$ cat config.mk
export PLATFORM = sky130hd
export DESIGN_NAME = sliding_window_median_top
export DESIGN_NICKNAME = d
export VERILOG_FILES = /design/src/sv/swm_pkg.sv /design/src/sv/swm_cell.sv /design/src/sv/sliding_window_median_top.sv
export SDC_FILE = /design/constraint.sdc
export NUM_CORES = 2
export LEC_CHECK = 0
export ABC_CLOCK_PERIOD_IN_PS = 7800
export BUFFER_PORTS_ARGS = -buffer_cell sky130_fd_sc_hd__buf_2
export CAP_MARGIN = 25
export CORE_MARGIN = 1
export CORE_UTILIZATION = 35
export DETAILED_ROUTE_END_ITERATION = 12
export GPL_TIMING_DRIVEN = 0
export PLACE_DENSITY = 0.49
export SETUP_SLACK_MARGIN = 0.02
export SYNTH_ARGS = -nofsm -noshare
export SYNTH_HDL_FRONTEND = slang
export SYNTH_HIERARCHICAL = 1
export SYNTH_SLANG_ARGS = --single-unit
$ cat constraint.sdc
create_clock -name clk -period 7.8 [get_ports clk]
set_input_delay 1.56 -clock clk [delete_from_list [all_inputs] [get_ports clk]]
set_output_delay 1.56 -clock clk [all_outputs]
set_load 0.01 [all_outputs]
$ cat src/sv/swm_pkg.sv
package swm_pkg;

  localparam int WINDOW_DEF = 11;
  localparam int STAMP_W    = 32;
  localparam int COUNT_W    = 4;
  localparam int AGE_W      = 6;

  typedef struct packed {
    logic               valid;
    logic [STAMP_W-1:0] val;
    logic [AGE_W-1:0]   age;
    logic               up;
    logic               down;
  } swm_link_t;

endpackage

$ cat src/sv/swm_cell.sv
module swm_cell #(
  parameter int WINDOW = swm_pkg::WINDOW_DEF
) (
  input  logic                        clk,
  input  logic                        rst,
  input  logic                        load,
  input  logic                        full,
  input  logic [swm_pkg::STAMP_W-1:0] x,
  input  logic [swm_pkg::STAMP_W-1:0] dv,
  input  swm_pkg::swm_link_t          left,
  input  swm_pkg::swm_link_t          right,
  output swm_pkg::swm_link_t          link,
  output logic [swm_pkg::STAMP_W-1:0] del_val
);

  logic                        valid;
  logic [swm_pkg::STAMP_W-1:0] val;
  logic [swm_pkg::AGE_W-1:0]   age;
  logic                        valid_next;
  logic [swm_pkg::STAMP_W-1:0] val_next;
  logic [swm_pkg::AGE_W-1:0]   age_next;
  logic                        below_new;
  logic                        below_del;
  logic                        del;
  logic                        stay;

  // below_new: sorts under the incoming stamp; below_del: under the dropped one
  assign del       = full && valid && (age == swm_pkg::AGE_W'(WINDOW - 1));
  assign below_new = valid && (val < x);
  assign below_del = valid && !del && (!full || (val <= dv));
  assign stay      = valid && !del && (below_new == below_del);
  assign del_val   = del ? val : '0;

  always_comb begin
    link.valid = valid;
    link.val   = val;
    link.age   = age;
    link.up    = below_del && !below_new;
    link.down  = valid && !del && below_new && !below_del;
  end

  always_comb begin
    valid_next = valid || (!full && left.valid);
    if (stay) begin
      val_next = val;
      age_next = age + 1'b1;
    end else if (left.up) begin
      val_next = left.val;
      age_next = left.age + 1'b1;
    end else if (right.down) begin
      val_next = right.val;
      age_next = right.age + 1'b1;
    end else begin
      val_next = x;
      age_next = '0;
    end
  end

  always_ff @(posedge clk) begin
    if (rst) begin
      valid <= 1'b0;
    end else if (load) begin
      valid <= valid_next;
    end
  end

  always_ff @(posedge clk) begin
    if (load) begin
      val <= val_next;
      age <= age_next;
    end
  end

endmodule

$ cat src/sv/sliding_window_median_top.sv
// Running median over the last WINDOW stamps (fewer while filling); an even
// count gives the upper middle value. The window is kept sorted in a chain of
// cells that inserts the new stamp and drops the oldest together, so one
// transaction is taken per cycle unless the input stalls, and its result is
// registered. The input stalls only while a result is held on a stalled output
// and the next one is already waiting. No clearing pass is needed after reset.
module sliding_window_median_top #(
  parameter int WINDOW = swm_pkg::WINDOW_DEF
) (
  input  logic                        clk,
  input  logic                        rst,
  input  logic                        in_valid,
  output logic                        in_stall,
  input  logic [swm_pkg::STAMP_W-1:0] stamp,
  output logic                        out_valid,
  input  logic                        out_stall,
  output logic [swm_pkg::STAMP_W-1:0] median_stamp,
  output logic [swm_pkg::COUNT_W-1:0] held_count
);

  localparam int CW = $clog2(WINDOW + 1);
  localparam int AW = (WINDOW > 1) ? $clog2(WINDOW) : 1;

  swm_pkg::swm_link_t          links [WINDOW];
  swm_pkg::swm_link_t          lefts [WINDOW];
  swm_pkg::swm_link_t          rights[WINDOW];
  logic [swm_pkg::STAMP_W-1:0] del_vals[WINDOW];
  logic [swm_pkg::STAMP_W-1:0] dv;
  logic [CW-1:0]               cnt;
  logic                        full;
  logic                        load;
  logic                        pend;
  logic                        slot_free;

  assign full      = (cnt == CW'(WINDOW));
  assign slot_free = !(out_valid && out_stall);
  assign in_stall  = pend && !slot_free;
  assign load      = in_valid && !in_stall;

  always_comb begin
    dv = '0;
    for (int i = 0; i < WINDOW; i++) begin
      dv = dv | del_vals[i];
    end
  end

  genvar g;
  generate
    for (g = 0; g < WINDOW; g++) begin : g_cell
      if (g == 0) begin : g_first
        // left of the first cell always counts as filled
        assign lefts[g] = '{valid: 1'b1, default: '0};
      end else begin : g_mid_l
        assign lefts[g] = links[g-1];
      end
      if (g == WINDOW - 1) begin : g_last
        assign rights[g] = '0;
      end else begin : g_mid_r
        assign rights[g] = links[g+1];
      end
      swm_cell #(
        .WINDOW(WINDOW)
      ) u_cell (
        .clk     (clk),
        .rst     (rst),
        .load    (load),
        .full    (full),
        .x       (stamp),
        .dv      (dv),
        .left    (lefts[g]),
        .right   (rights[g]),
        .link    (links[g]),
        .del_val (del_vals[g])
      );
    end
  endgenerate

  always_ff @(posedge clk) begin
    if (rst) begin
      cnt       <= '0;
      pend      <= 1'b0;
      out_valid <= 1'b0;
    end else begin
      if (load && !full) begin
        cnt <= cnt + 1'b1;
      end
      if (load) begin
        pend <= 1'b1;
      end else if (slot_free) begin
        pend <= 1'b0;
      end
      if (pend && slot_free) begin
        out_valid <= 1'b1;
      end else if (!out_stall) begin
        out_valid <= 1'b0;
      end
    end
  end

  always_ff @(posedge clk) begin
    if (pend && slot_free) begin
      median_stamp <= links[AW'(cnt >> 1)].val;
      held_count   <= swm_pkg::COUNT_W'(cnt);
    end
  end

endmodule

==> results.cfg <==
[route]
drt_iter0_drc = 3503
first_pass_iters = 6
vias = 42000
routed_wl_um = 189000
drtAntennaViolNets = 0
vias_per_cell = 5.57
drc = 0
avgRoutedWirePerCell_um = 25.0

[power_and_ir_drop]
p_clk_frac = 0.424
fin_total_pwr_w = 0.00840
power_switching_w = 0.00258
swShare = 0.307
leakage_nw = 21.0
ir_drop_mv = 0.172
p_seq_frac = 0.402
internal-power_w = 0.00582
pwr-share-comb = 0.174
p_per_area_nw_per_um2 = 155

[place]
place_area_sq_um = 51900
dp_hpwl_um = 151000
gp_congestion = 0.932
portBuffers = 73

[yosys]
avgSynthCellArea_sq_um = 8.96
syn_inst = 5436
netlist_area_sq_um = 48700
yosys_warnings = 6

[worst_setup_path]
critPathKind = reg2reg
slowest_delay_ns = 0.95
worstPathCellList = inv_1 -> ha_1 -> nand4bb_1 -> nor3_2 -> clkbuf_1 -> and2_1 -> nor4_1 -> nand3_1 -> inv_1 -> ha_1 -> nand4_1 -> or2_1 -> nor3_1 -> a21boi_0 -> a2bb2oi_1 -> nor2b_1 -> ha_1 -> clkbuf_1 -> clkbuf_1 -> a221oi_1 -> a21oi_1
cp.required_ns = 8.30
path_max_fanout = 12
crit_path_top_delay_cell = nand3_1
cp.arrival_ns = 8.41
start_kind = flop
cp-end-kind = flop

[final_layout]
drive_above_1_share = 0.0768
syn2layout_area_growth_pct = 11.7
nets = 6472
final_area_sq_um = 54400
multi_input_area_sq_um = 31300
n_fill_cell = 13900
layout.area.seq_sq_um = 14000

[die]
core-area_sq_um = 138000
die_x_um = 375
fp.dieH_um = 375
io_pins = 74
fp-row-count = 136
initial_core_util = 0.353
die_area_sq_um = 141000

[clock_network]
root_buffer = clkbuf_16
numCtsBuffers = 69
htree_levels = 3
cts_hold_buf = 0
clock_path_buffers = 3
cts_tree = built
insertion_delay_ns = 0.69
path_clk_slew_ns = 0.06
cts.sinks = 471

[sta]
rsz0062_at_grt = false
setup_viol = 17
worstMarginPinSlew_ns = 1.14
fin_crit_sh = 1.01
fin_ws_ns = -0.104
fmax_mhz = 127
tns_ns = -0.683
clock_skew_ns = 0.0415
slew_viol_final = 0
fin_crit_ns = 7.90
relSlewSlack = 0.233
final_hold_viol_count = 0

[global_routing]
antenna_found_initial = 15
grt_max_degree = 45
grt-ovfl-total = 0
grt_pass1_wl_um = 275000
grt_pass1_vias = 41200
grtUsageTotal = 0.264

[run_status]
status = finished with violations
violations = negative setup slack

[run]
cap_violations = 0

[hold_path]
hold_path.class = reg2reg
repair_timing:
action / CTS / global route
endpoints found under the setup margin: 0 / 240
resized for setup: 0 / 16
setup buffers: 0 / 0
path summary, 6_finish.rpt:
kind	start	endpoint	slack, ns	cells past startpoint
setup / recovery	g_cell[1].u_cell/age[0]	g_cell[5].u_cell/age[4]	-0.10	21
hold / removal	pend	out_valid	0.50	2
setup reg to reg	g_cell[1].u_cell/age[0]	g_cell[5].u_cell/age[4]	-0.10	21
hold reg to reg	pend	out_valid	0.50	2
critical path, delay by kind of cell (launching register included):
family / cells / cell delay, ns
buf+inv: 5 / 1.78
simple gates: 9 / 3.87
compound gates: 4 / 0.88
fa+ha+maj: 3 / 0.55
flops: 1 / 0.64
through the flow:
stage | utilization | setup slack (ns) | hold WS, ns | std cells
5_1_grt | 0.395 | 0.0319 | 0.557 | 7535
4_1_cts | 0.394 | 0.0259 | 0.430 | 7535
3_5_place_dp | 0.376 | 0.0728 | 0.417 | 7410
6_report | 0.395 | -0.104 | 0.504 | 7541
2_1_floorplan | - | 1.19 | 0.406 | 5535
3_3_place_gp | 0.375 | -2.37 | 0.417 | 7402
cells in the final DEF, fill, tap and decap left out, types with 12 or more instances in the layout:
master and instances:
nand3b_1 22, clkbuf_1 149, and3_1 22, o21ai_0 440, a221oi_1 66, mux2_2 34
mux2i_1 353, and2_1 341, inv_1 762, nor2b_1 46, buf_6 18, xor2_1 55
or2_1 21, clkbuf_16 72, ha_1 749, mux4_2 64, conb_1 101, nor2_1 47
nand2b_1 13, nand3_1 176, bufinv_16 13, xnor2_1 77, nand4_1 143, nor4_1 86
a41oi_1 22, nor3_1 67, a21o_1 77, a211oi_1 43, edfxtp_1 454, dfxtp_1 17
a41o_1 12, o211ai_1 22, nand2_1 473, buf_2 113, a21oi_1 332, nor3_2 18
area by class of cell:
class	instances	area share
multi-input cells	4097	0.576
flip-flops and latches	471	0.257
inverters	762	0.0526
well taps	1794	0.0413
clock buffers	98	0.0368
plain buffers	204	0.0180
repair buffers	82	0.00952
clock inverters	27	0.00890
diodes	6	0.000276
state kept, by name (all words and copies together), names as in the netlist:
signal / flops
g_cell.u_cell/val: 352
g_cell.u_cell/age: 66
median_stamp: 32
g_cell.u_cell/valid: 11
cnt: 4
held_count: 4
out_valid: 1
pend: 1
layer usage:
metal / part of all wire / vias to the layer above / global-route usage
met5: 0.00059 / - / 0
met4: 0.037 / 18 / 0.0917
met3: 0.059 / 275 / 0.0380
met2: 0.45 / 1258 / 0.424
met1: 0.45 / 20400 / 0.361
li1: - / 20000 / -
power by group through the flow:
stage	clock network [W]	registers [W]	logic [W]
after floorplan	0	0.00324	0.000976
after global placement	0	0.00342	0.00139
after detailed placement	0	0.00342	0.00144
after CTS	0.00365	0.00337	0.00145
after global routing	0.00371	0.00340	0.00165
final	0.00356	0.00338	0.00146
No activity file was read; power rests on OpenSTA's default activity.
